--- config.mk ---
export PLATFORM = sky130hd
export DESIGN_NAME = spi_register_access_slave_core
export DESIGN_NICKNAME = d
export VERILOG_FILES = /design/src/hw/rtl/sras_pkg.sv /design/src/hw/rtl/spi_register_access_slave_core.sv
export SDC_FILE = /design/constraint.sdc
export NUM_CORES = 1
export LEC_CHECK = 0
export BUFFER_PORTS_ARGS = -buffer_cell sky130_fd_sc_hd__buf_2
export CAP_MARGIN = 15
export CORE_MARGIN = 2
export CORE_UTILIZATION = 50
export CTS_BUF_LIST = sky130_fd_sc_hd__clkbuf_4 sky130_fd_sc_hd__clkbuf_8
export DETAILED_ROUTE_END_ITERATION = 10
export GPL_TIMING_DRIVEN = 0
export PLACE_DENSITY = 0.68
export SLEW_MARGIN = 25
export SYNTH_ARGS = -nofsm -noshare
export SYNTH_HDL_FRONTEND = slang
export SYNTH_SLANG_ARGS = --single-unit
--- constraint.sdc ---
create_clock -name clock -period 2.5 [get_ports clock]
set_input_delay 0.125 -clock clock [delete_from_list [all_inputs] [get_ports clock]]
set_output_delay 0.125 -clock clock [all_outputs]
set_load 0.02 [all_outputs]
--- src/hw/rtl/sras_pkg.sv ---
// Shared types and constants of the SPI register access slave.
package sras_pkg;

   localparam int NUM_REGS  = 4;
   localparam int REG_BYTES = 8;
   localparam int RX_BYTES  = 16;
   localparam int TX_BYTES  = 16;

   localparam int RX_AW  = $clog2(RX_BYTES);
   localparam int TX_AW  = $clog2(TX_BYTES);
   localparam int REG_AW = $clog2(NUM_REGS * REG_BYTES);

   localparam logic [2:0] CMD_RX_BYTE   = 3'd0;
   localparam logic [2:0] CMD_TX_SLOT   = 3'd1;
   localparam logic [2:0] CMD_FRAME_END = 3'd2;
   localparam logic [2:0] CMD_LOCAL_WR  = 3'd3;
   localparam logic [2:0] CMD_LOCAL_RD  = 3'd4;

   localparam logic [7:0] CSR_READ_MASK  = 8'd0;
   localparam logic [7:0] CSR_WRITE_MASK = 8'd1;
   localparam logic [7:0] CSR_LEN_ZERO   = 8'd2;
   localparam logic [7:0] CSR_LEN_ONE    = 8'd3;
   localparam logic [7:0] CSR_LEN_TWO    = 8'd4;
   localparam logic [7:0] CSR_LEN_THREE  = 8'd5;
   localparam logic [7:0] CSR_WRITE_CODE = 8'd6;
   localparam logic [7:0] CSR_READ_CODE  = 8'd7;

   localparam logic [1:0] ST_OK         = 2'd0;
   localparam logic [1:0] ST_BAD_REG    = 2'd1;
   localparam logic [1:0] ST_BAD_ACCESS = 2'd2;
   localparam logic [1:0] ST_BAD_CMD    = 2'd3;

   typedef enum logic [2:0] {
      SEQ_IDLE,
      SEQ_DECODE,
      SEQ_HDR_STATUS,
      SEQ_HDR_COUNT,
      SEQ_COPY,
      SEQ_RESP
   } sras_state_type;

endpackage

--- src/hw/rtl/spi_register_access_slave_core.sv ---
// Top level of the SPI register access slave: frame decode, reply queue and register store.
//
// Items arrive on the req_ channel: received bytes, transmit slots, frame ends and
// local register reads and writes. Every accepted item yields exactly one beat on the
// rsp_ channel carrying the byte to send or read, the phase, the queued reply count
// and the last status. A frame end with a non-empty frame in idle phase starts a
// sequencer that decodes the header, pushes the reply header one byte per cycle and
// then moves one register byte per cycle before it enters the result state. Every
// other item goes from acceptance straight to the result state, where the result is
// registered. No new item is taken until the sequencer is back in idle. req_ready is
// high only while the sequencer is idle and the result register is empty or being
// drained; a stalled receiver therefore holds off the next item. Configuration beats
// on the csr_ channel are always taken.
// Synchronous reset clears the frame and register stores, the frame and reply counters,
// the phase, status and result valid flag, and loads the configuration defaults.
module spi_register_access_slave_core (
   input  logic       clock,
   input  logic       reset,
   input  logic       req_valid,
   output logic       req_ready,
   input  logic [2:0] req_cmd,
   input  logic [7:0] req_data_byte,
   input  logic [1:0] req_reg_sel,
   input  logic [2:0] req_byte_sel,
   output logic       rsp_valid,
   input  logic       rsp_ready,
   output logic [7:0] rsp_out_byte,
   output logic       rsp_phase,
   output logic [4:0] rsp_reply_left,
   output logic [1:0] rsp_last_status,
   input  logic       csr_valid,
   output logic       csr_ready,
   input  logic [7:0] csr_index,
   input  logic [7:0] csr_data
);
   import sras_pkg::*;

   sras_state_type state_ff, state_in;

   logic [3:0] read_mask_ff, write_mask_ff;
   logic [3:0] len_ff [NUM_REGS];
   logic [7:0] write_code_ff, read_code_ff;

   logic [7:0] frame_store_ff [RX_BYTES];
   logic [7:0] reply_store_ff [TX_BYTES];
   logic [7:0] reg_store_ff [NUM_REGS * REG_BYTES];

   logic       phase_ff, phase_in;
   logic [4:0] frame_count_ff, frame_count_in;
   logic [4:0] reply_len_ff, reply_len_in;
   logic [4:0] reply_ptr_ff, reply_ptr_in;
   logic [1:0] status_ff, status_in;
   logic [7:0] ob_ff, ob_in;

   logic       is_write_ff, is_write_in;
   logic       is_read_ff, is_read_in;
   logic [7:0] byte1_ff, byte1_in;
   logic [7:0] byte2_ff, byte2_in;
   logic [1:0] idx_ff, idx_in;
   logic [3:0] copy_len_ff, copy_len_in;
   logic [3:0] copy_cnt_ff, copy_cnt_in;

   logic       rsp_valid_ff, rsp_valid_in;
   logic [7:0] rsp_out_byte_ff;
   logic       rsp_phase_ff;
   logic [4:0] rsp_reply_left_ff;
   logic [1:0] rsp_last_status_ff;

   logic              frame_we;
   logic [RX_AW-1:0]  frame_waddr;
   logic              push_en;
   logic [7:0]        push_data;
   logic              reply_we;
   logic              reg_we;
   logic [REG_AW-1:0] reg_waddr;
   logic [7:0]        reg_wdata;
   logic [REG_AW-1:0] reg_raddr;
   logic [7:0]        reg_rdata;

   logic       accept;
   logic [7:0] dec_cmd, dec_id, dec_given;
   logic       dec_known;
   logic [1:0] dec_idx;
   logic [3:0] dec_len;

   assign csr_ready = 1'b1;
   assign req_ready = (state_ff == SEQ_IDLE) && (!rsp_valid_ff || rsp_ready);
   assign accept    = req_valid && req_ready;
   assign reg_rdata = reg_store_ff[reg_raddr];
   assign reply_we  = push_en && (reply_len_ff < 5'(TX_BYTES));

   assign dec_cmd   = frame_store_ff[1];
   assign dec_id    = frame_store_ff[2];
   assign dec_given = frame_store_ff[3];
   assign dec_known = (dec_id != 8'd0) && (dec_id <= 8'(NUM_REGS));
   assign dec_idx   = dec_known ? 2'(dec_id - 8'd1) : 2'd0;
   assign dec_len   = (len_ff[dec_idx] > 4'(REG_BYTES)) ? 4'(REG_BYTES) : len_ff[dec_idx];

   assign rsp_valid       = rsp_valid_ff;
   assign rsp_out_byte    = rsp_out_byte_ff;
   assign rsp_phase       = rsp_phase_ff;
   assign rsp_reply_left  = rsp_reply_left_ff;
   assign rsp_last_status = rsp_last_status_ff;

   always_ff @(posedge clock) begin
      if (reset) begin
         read_mask_ff  <= 4'hF;
         write_mask_ff <= 4'hF;
         for (int r = 0; r < NUM_REGS; r++) begin
            len_ff[r] <= 4'd8;
         end
         write_code_ff <= 8'd1;
         read_code_ff  <= 8'd2;
      end else if (csr_valid && csr_ready) begin
         unique case (csr_index)
            CSR_READ_MASK:  read_mask_ff  <= csr_data[3:0];
            CSR_WRITE_MASK: write_mask_ff <= csr_data[3:0];
            CSR_LEN_ZERO:   len_ff[0]     <= csr_data[3:0];
            CSR_LEN_ONE:    len_ff[1]     <= csr_data[3:0];
            CSR_LEN_TWO:    len_ff[2]     <= csr_data[3:0];
            CSR_LEN_THREE:  len_ff[3]     <= csr_data[3:0];
            CSR_WRITE_CODE: write_code_ff <= csr_data;
            CSR_READ_CODE:  read_code_ff  <= csr_data;
            default: ;
         endcase
      end
   end

   always_ff @(posedge clock) begin
      if (reset) begin
         state_ff <= SEQ_IDLE;
      end else begin
         state_ff <= state_in;
      end
   end

   always_ff @(posedge clock) begin
      if (reset) begin
         phase_ff       <= 1'b0;
         frame_count_ff <= 5'd0;
         reply_len_ff   <= 5'd0;
         reply_ptr_ff   <= 5'd0;
         status_ff      <= ST_OK;
         rsp_valid_ff   <= 1'b0;
      end else begin
         phase_ff       <= phase_in;
         frame_count_ff <= frame_count_in;
         reply_len_ff   <= reply_len_in;
         reply_ptr_ff   <= reply_ptr_in;
         status_ff      <= status_in;
         rsp_valid_ff   <= rsp_valid_in;
      end
   end

   always_ff @(posedge clock) begin
      ob_ff       <= ob_in;
      is_write_ff <= is_write_in;
      is_read_ff  <= is_read_in;
      byte1_ff    <= byte1_in;
      byte2_ff    <= byte2_in;
      idx_ff      <= idx_in;
      copy_len_ff <= copy_len_in;
      copy_cnt_ff <= copy_cnt_in;
      if (state_ff == SEQ_RESP) begin
         rsp_out_byte_ff    <= ob_ff;
         rsp_phase_ff       <= phase_ff;
         rsp_reply_left_ff  <= reply_len_ff - reply_ptr_ff;
         rsp_last_status_ff <= status_ff;
      end
   end

   always_ff @(posedge clock) begin
      if (reset) begin
         for (int i = 0; i < RX_BYTES; i++) begin
            frame_store_ff[i] <= 8'd0;
         end
      end else if (frame_we) begin
         frame_store_ff[frame_waddr] <= req_data_byte;
      end
   end

   always_ff @(posedge clock) begin
      if (reply_we) begin
         reply_store_ff[reply_len_ff[TX_AW-1:0]] <= push_data;
      end
   end

   always_ff @(posedge clock) begin
      if (reset) begin
         for (int i = 0; i < NUM_REGS * REG_BYTES; i++) begin
            reg_store_ff[i] <= 8'd0;
         end
      end else if (reg_we) begin
         reg_store_ff[reg_waddr] <= reg_wdata;
      end
   end

   always_comb begin
      state_in       = state_ff;
      phase_in       = phase_ff;
      frame_count_in = frame_count_ff;
      reply_len_in   = reply_len_ff;
      reply_ptr_in   = reply_ptr_ff;
      status_in      = status_ff;
      ob_in          = ob_ff;
      is_write_in    = is_write_ff;
      is_read_in     = is_read_ff;
      byte1_in       = byte1_ff;
      byte2_in       = byte2_ff;
      idx_in         = idx_ff;
      copy_len_in    = copy_len_ff;
      copy_cnt_in    = copy_cnt_ff;
      rsp_valid_in   = rsp_valid_ff && !rsp_ready;
      frame_we       = 1'b0;
      frame_waddr    = frame_count_ff[RX_AW-1:0];
      push_en        = 1'b0;
      push_data      = 8'd0;
      reg_we         = 1'b0;
      reg_waddr      = {req_reg_sel, req_byte_sel};
      reg_wdata      = req_data_byte;
      reg_raddr      = {req_reg_sel, req_byte_sel};

      unique case (state_ff)
         SEQ_IDLE: begin
            if (accept) begin
               ob_in    = 8'd0;
               state_in = SEQ_RESP;
               case (req_cmd)
                  CMD_RX_BYTE: begin
                     if (frame_count_ff < 5'(RX_BYTES)) begin
                        frame_we       = 1'b1;
                        frame_count_in = frame_count_ff + 5'd1;
                     end
                  end
                  CMD_TX_SLOT: begin
                     if (reply_len_ff != 5'd0) begin
                        ob_in = (reply_ptr_ff < 5'(TX_BYTES)) ?
                                reply_store_ff[reply_ptr_ff[TX_AW-1:0]] : 8'd0;
                        if (reply_ptr_ff + 5'd1 >= reply_len_ff) begin
                           reply_len_in = 5'd0;
                           reply_ptr_in = 5'd0;
                        end else begin
                           reply_ptr_in = reply_ptr_ff + 5'd1;
                        end
                     end
                  end
                  CMD_FRAME_END: begin
                     if (frame_count_ff != 5'd0) begin
                        frame_count_in = 5'd0;
                        if (!phase_ff) begin
                           state_in = SEQ_DECODE;
                        end else if (reply_len_ff == 5'd0) begin
                           phase_in = 1'b0;
                        end
                     end
                  end
                  CMD_LOCAL_WR: begin
                     reg_we = 1'b1;
                  end
                  CMD_LOCAL_RD: begin
                     ob_in = reg_rdata;
                  end
                  default: ;
               endcase
            end
         end
         SEQ_DECODE: begin
            phase_in     = 1'b1;
            reply_ptr_in = 5'd0;
            reply_len_in = 5'd1;
            push_en      = 1'b1;
            push_data    = frame_store_ff[0];
            idx_in       = dec_idx;
            copy_len_in  = 4'd0;
            is_write_in  = 1'b0;
            is_read_in   = 1'b0;
            byte2_in     = 8'd0;
            if (dec_cmd == write_code_ff) begin
               if (!dec_known) begin
                  status_in = ST_BAD_REG;
               end else if (!write_mask_ff[dec_idx] || dec_given != 8'(dec_len)) begin
                  status_in = ST_BAD_ACCESS;
               end else begin
                  status_in   = ST_OK;
                  is_write_in = 1'b1;
                  copy_len_in = dec_len;
               end
               byte1_in = 8'(status_in);
            end else if (dec_cmd == read_code_ff) begin
               if (!dec_known) begin
                  status_in = ST_BAD_REG;
                  byte1_in  = 8'(ST_BAD_REG);
               end else if (!read_mask_ff[dec_idx]) begin
                  status_in = ST_BAD_ACCESS;
                  byte1_in  = 8'(ST_BAD_ACCESS);
               end else begin
                  status_in   = ST_OK;
                  byte1_in    = 8'd0;
                  byte2_in    = 8'(dec_len);
                  is_read_in  = 1'b1;
                  copy_len_in = dec_len;
               end
            end else begin
               status_in = ST_BAD_CMD;
               byte1_in  = 8'(ST_BAD_CMD);
            end
            state_in = SEQ_HDR_STATUS;
         end
         SEQ_HDR_STATUS: begin
            push_en   = 1'b1;
            push_data = byte1_ff;
            state_in  = SEQ_HDR_COUNT;
         end
         SEQ_HDR_COUNT: begin
            push_en     = 1'b1;
            push_data   = byte2_ff;
            copy_cnt_in = 4'd0;
            state_in    = SEQ_COPY;
         end
         SEQ_COPY: begin
            reg_raddr = {idx_ff, copy_cnt_ff[2:0]};
            reg_waddr = {idx_ff, copy_cnt_ff[2:0]};
            reg_wdata = frame_store_ff[RX_AW'(copy_cnt_ff + 4'd4)];
            if (copy_cnt_ff == copy_len_ff) begin
               state_in = SEQ_RESP;
            end else begin
               reg_we      = is_write_ff;
               push_en     = is_read_ff;
               push_data   = reg_rdata;
               copy_cnt_in = copy_cnt_ff + 4'd1;
            end
         end
         SEQ_RESP: begin
            rsp_valid_in = 1'b1;
            state_in     = SEQ_IDLE;
         end
         default: state_in = SEQ_IDLE;
      endcase

      if (push_en && (reply_len_ff < 5'(TX_BYTES))) begin
         reply_len_in = reply_len_ff + 5'd1;
      end
   end

endmodule

==> qor.csv <==
stage,metric,value,unit
run_status,status,"complete, but fails checks",
run_status,violations,setup timing,
floorplan,num_rows,86,
critical_path,rr_startpoint,state_ff[0]$_SDFFE_PP0P_,
critical_path,reg2regPathDepth,10,
floorplan,initial_core_util,50.49,%
routing,drc_errors,0,
placement,dp_hpwl,51340,um
global_routing,top_usage_layer,met2,
clocking,path_clk_slew,0.06,ns
layout,stdcell_count,3289,
critical_path,worstPathMaxFanout,8,
clocking,clock_latency,0.72,ns
timing,hold_violations,0,
floorplan,die_height,239.6,um
clocking,cts_buffers,96,
timing,drv_slew,0,
critical_path,required,2.95,ns
synthesis,synth.net_count,2213,
floorplan,io_pins,56,
layout,fin_area,34650,um2
power,p_leak,0.01242,uW
synthesis,synth.distinct_cells,66,
placement,dp_slack,-1.483,ns
timing,worst_slew_margin_rel,22.90,%
global_routing,grt_overflow,0,
layout,area_growth_syn_to_layout,24.80,%
hold_path,hold_class,primary input to flop,
routing,vias_per_cell,5.938,
routing,drtAntennaViolNets,0,
routing,initialDrtViolationCount,2663,
clocking,clock_path_buffers,3,
clocking,tritoncts,yes,
critical_path,timing.rr.end,reply_store_ff[15][7]$_DFFE_PP_,
layout,fillers,3973,
global_routing,grt_max_degree,26,
timing,rsz0062_at_grt,yes,
global_routing,grt_use_met3,6.120,%
timing,finClkSkew,0.03622,ns
layout,nNetsFinal,2521,
synthesis,syn_avg_cell_area,12.88,um2
global_routing,use_met2,43.91,%
timing,period_share,124.8,%
floorplan,core_area,54990,um2
timing,setup_ws,-0.6189,ns
critical_path,endpoint_kind,flop,
synthesis,netlist_area,27760,um2
synthesis,synth_edf_count,570,
placement,place_area,29410,um2
timing,finalSetupTns,-218.92,ns
synthesis,synthFlopType,edfxtp_1,
clocking,clock-sinks,620,
placement,portBuffers,52,
layout,drive_gt1_share,30.20,%
routing,wire_per_inst,24.60,um
run,max_cap_violations,0,
timing,hold-worst-slack,0.06277,ns
global_routing,grt_use_total,27.94,%
synthesis,yosysWarnings,0,
routing,drt_pass1_iterations,6,
timing,fin_crit,3.119,ns
global_routing,antenna_found_initial,5,
clocking,cts.htree.levels,3,
floorplan,die-area,57430,um2
routing,routed_wl,80910,um
synthesis,yosys_register_bits,620,
hold_path,min_from,req_cmd[1],
critical_path,worstSetupPathType,flop to flop,
routing,vias,19531,
critical_path,critPathArrivalTime,3.56,ns
timing,tightest_slew,1.156,ns
critical_path,rrSetupSlack,-0.62,ns
hold_path,hold_path_depth,3,
global_routing,use_met1,37.20,%
synthesis,async_flop_share,0,%
floorplan,die_w,239.6,um
power,vdd_drop_max,0.0005155,V
timing,setup_violations,859,
global_routing,grt_pass1_wl,116700,um
power,power-per-cell-area,904.0,nW/um2
synthesis,yosysSeqAreaShare,65.26,%
critical_path,critPathLaunchType,flop,
timing,max_freq,320.6,MHz
global_routing,grt_pass1_vias,18922,
placement,placed_cells,2955,
placement,gp_congestion,0.9478,
hold_path,hold_end,ob_ff[7]$_DFFE_PP_,
synthesis,syn_inst,2155,
clocking,root_buffer,clkbuf_8,
==> metal layers <==
| metal | part of all wire (%) | up-vias | routed length (um) |
|---|---|---|---|
| met5 | 0.044 | - | 36 |
| met4 | 4.5 | 6 | 3680 |
| met3 | 11 | 241 | 9077 |
| met2 | 48 | 1229 | 38440 |
| met1 | 37 | 9568 | 29680 |
| li1 | - | 8487 | - |
==> timing repair <==
| item | CTS | global route |
|---|---|---|
| gates cloned | 9 | 3 |
| pin swaps | 48 | 44 |
| endpoints found under the setup margin | 1057 | 1084 |
| endpoints found under the hold margin | 114 | 0 |
| buffers inserted | 68 | 55 |
| gates resized for setup | 225 | 174 |
| hold buffers | 28 | 0 |
==> through the flow <==
| stage | power (uW) | utilization, % |
|---|---|---|
| 2_1_floorplan | 16940 | - |
| 3_3_place_gp | 19400 | 53.47 |
| 3_5_place_dp | 19530 | 53.49 |
| 4_1_cts | 30140 | 60.80 |
| 5_1_grt | 32100 | 63.01 |
| 6_report | 31320 | 63.01 |
==> flip-flops by register name (all words and copies together) (netlist names), 8 cells and up, named ones only <==
register and flops:
reply_store_ff 128, rsp_out_byte 8, len_ff 16, read_code_ff 8, reg_store_ff 256, write_code_ff 8
frame_store_ff 128, ob_ff 8
==> layout make-up <==
type,count,area [um2],share of cell area [%]
sequential,620,18130,52.33
multi-input combinational,1406,10750,31.04
timing repair buffer,204,1899,5.482
clock buffer,130,1589,4.586
buffer,110,942.2,2.719
tap,748,935.9,2.701
clock inverter,45,292.8,0.8450
inverter,25,100.1,0.2889
antenna,1,2.502,0.007223
==> synth_stat cells (16+ instances only) <==
library cell | number | area share [%]
nand2_2 | 16 | 0.36
and2_1 | 143 | 3.2
buf_2 | 52 | 0.94
nor3_1 | 17 | 0.31
edfxtp_1 | 570 | 62
inv_1 | 25 | 0.34
a21oi_1 | 18 | 0.32
nand4_1 | 28 | 0.63
or2_2 | 21 | 0.47
ha_1 | 20 | 0.90
a22o_1 | 18 | 0.57
mux4_2 | 73 | 5.9
a22oi_1 | 16 | 0.43
nor3_2 | 16 | 0.58
xnor2_1 | 23 | 0.73
nand2_1 | 277 | 3.7
nor2b_1 | 22 | 0.50
dfxtp_1 | 50 | 3.6
nand3_1 | 116 | 2.1
mux2_2 | 17 | 0.69
clkbuf_1 | 44 | 0.59
mux2i_1 | 45 | 1.6
nand2b_1 | 38 | 0.86
nor2_1 | 352 | 4.8
==> worst max-delay path: stages (launching register included) <==
cell	delay [ns]
dfxtp_4	0.36
nor3b_4	0.23
buf_12	0.17
mux2_4	0.36
buf_12	0.17
mux2_2	0.29
a22oi_1	0.38
and4_4	0.34
nand4_1	0.11
buf_6	0.17
a22o_4	0.27
==> worst max-delay path by stage <==
stage                                        start                               to  cells after the start
after global placement    state_ff[2]$_SDFFE_PP0P_   reply_store_ff[8][0]$_DFFE_PP_                      7
after floorplan           state_ff[2]$_SDFFE_PP0P_   reply_store_ff[0][0]$_DFFE_PP_                      8
after global routing      state_ff[1]$_SDFFE_PP0P_               ob_ff[5]$_DFFE_PP_                     11
after CTS                 state_ff[1]$_SDFFE_PP0P_               ob_ff[5]$_DFFE_PP_                     10
after detailed placement  state_ff[2]$_SDFFE_PP0P_  reply_store_ff[13][0]$_DFFE_PP_                      8
final                     state_ff[0]$_SDFFE_PP0P_  reply_store_ff[15][7]$_DFFE_PP_                     10
==> report_power, final <==
group	switching (uW)	leakage (uW)	internal [uW]	total (uW)
Clock	4040	0.00100	4370	8400
Sequential	261	0.00608	12300	12600
Combinational	6250	0.00534	4070	10300
Total	10500	0.0124	20800	31300
==> placed cells by master (no fill, tap or decap), types with 22 or more instances in the layout <==
master	instances
buf_2	68
clkbuf_8	100
nand2_2	22
nand2_1	256
nor2_1	317
dlygate4sd3_1	28
buf_4	89
clkbuf_1	33
buf_12	32
nand3_2	33
clkinv_1	22
mux4_2	73
nand3_1	82
and2_1	143
dfxtp_1	45
buf_6	39
nor2_4	28
mux2i_1	33
edfxtp_1	570
nor3_4	24
inv_1	22
clkbuf_4	36
nand4_1	28
==> kinds of logic (layout without fill, tap and decap cells) <==
logic type	count (synthesis)	in the layout	synth area share (%)
buffers and inverters	137	514	2.262
AO/OA/AOI/OAI	113	121	3.092
XOR/XNOR	35	35	1.104
flip-flops	620	620	65.26
multiplexers	140	140	8.486
AND/OR/NAND/NOR	1088	1088	18.81
adder cells (fa/ha/maj)	21	21	0.9735
other	1	2	0.01351
No activity file was read; power rests on OpenSTA's default activity.
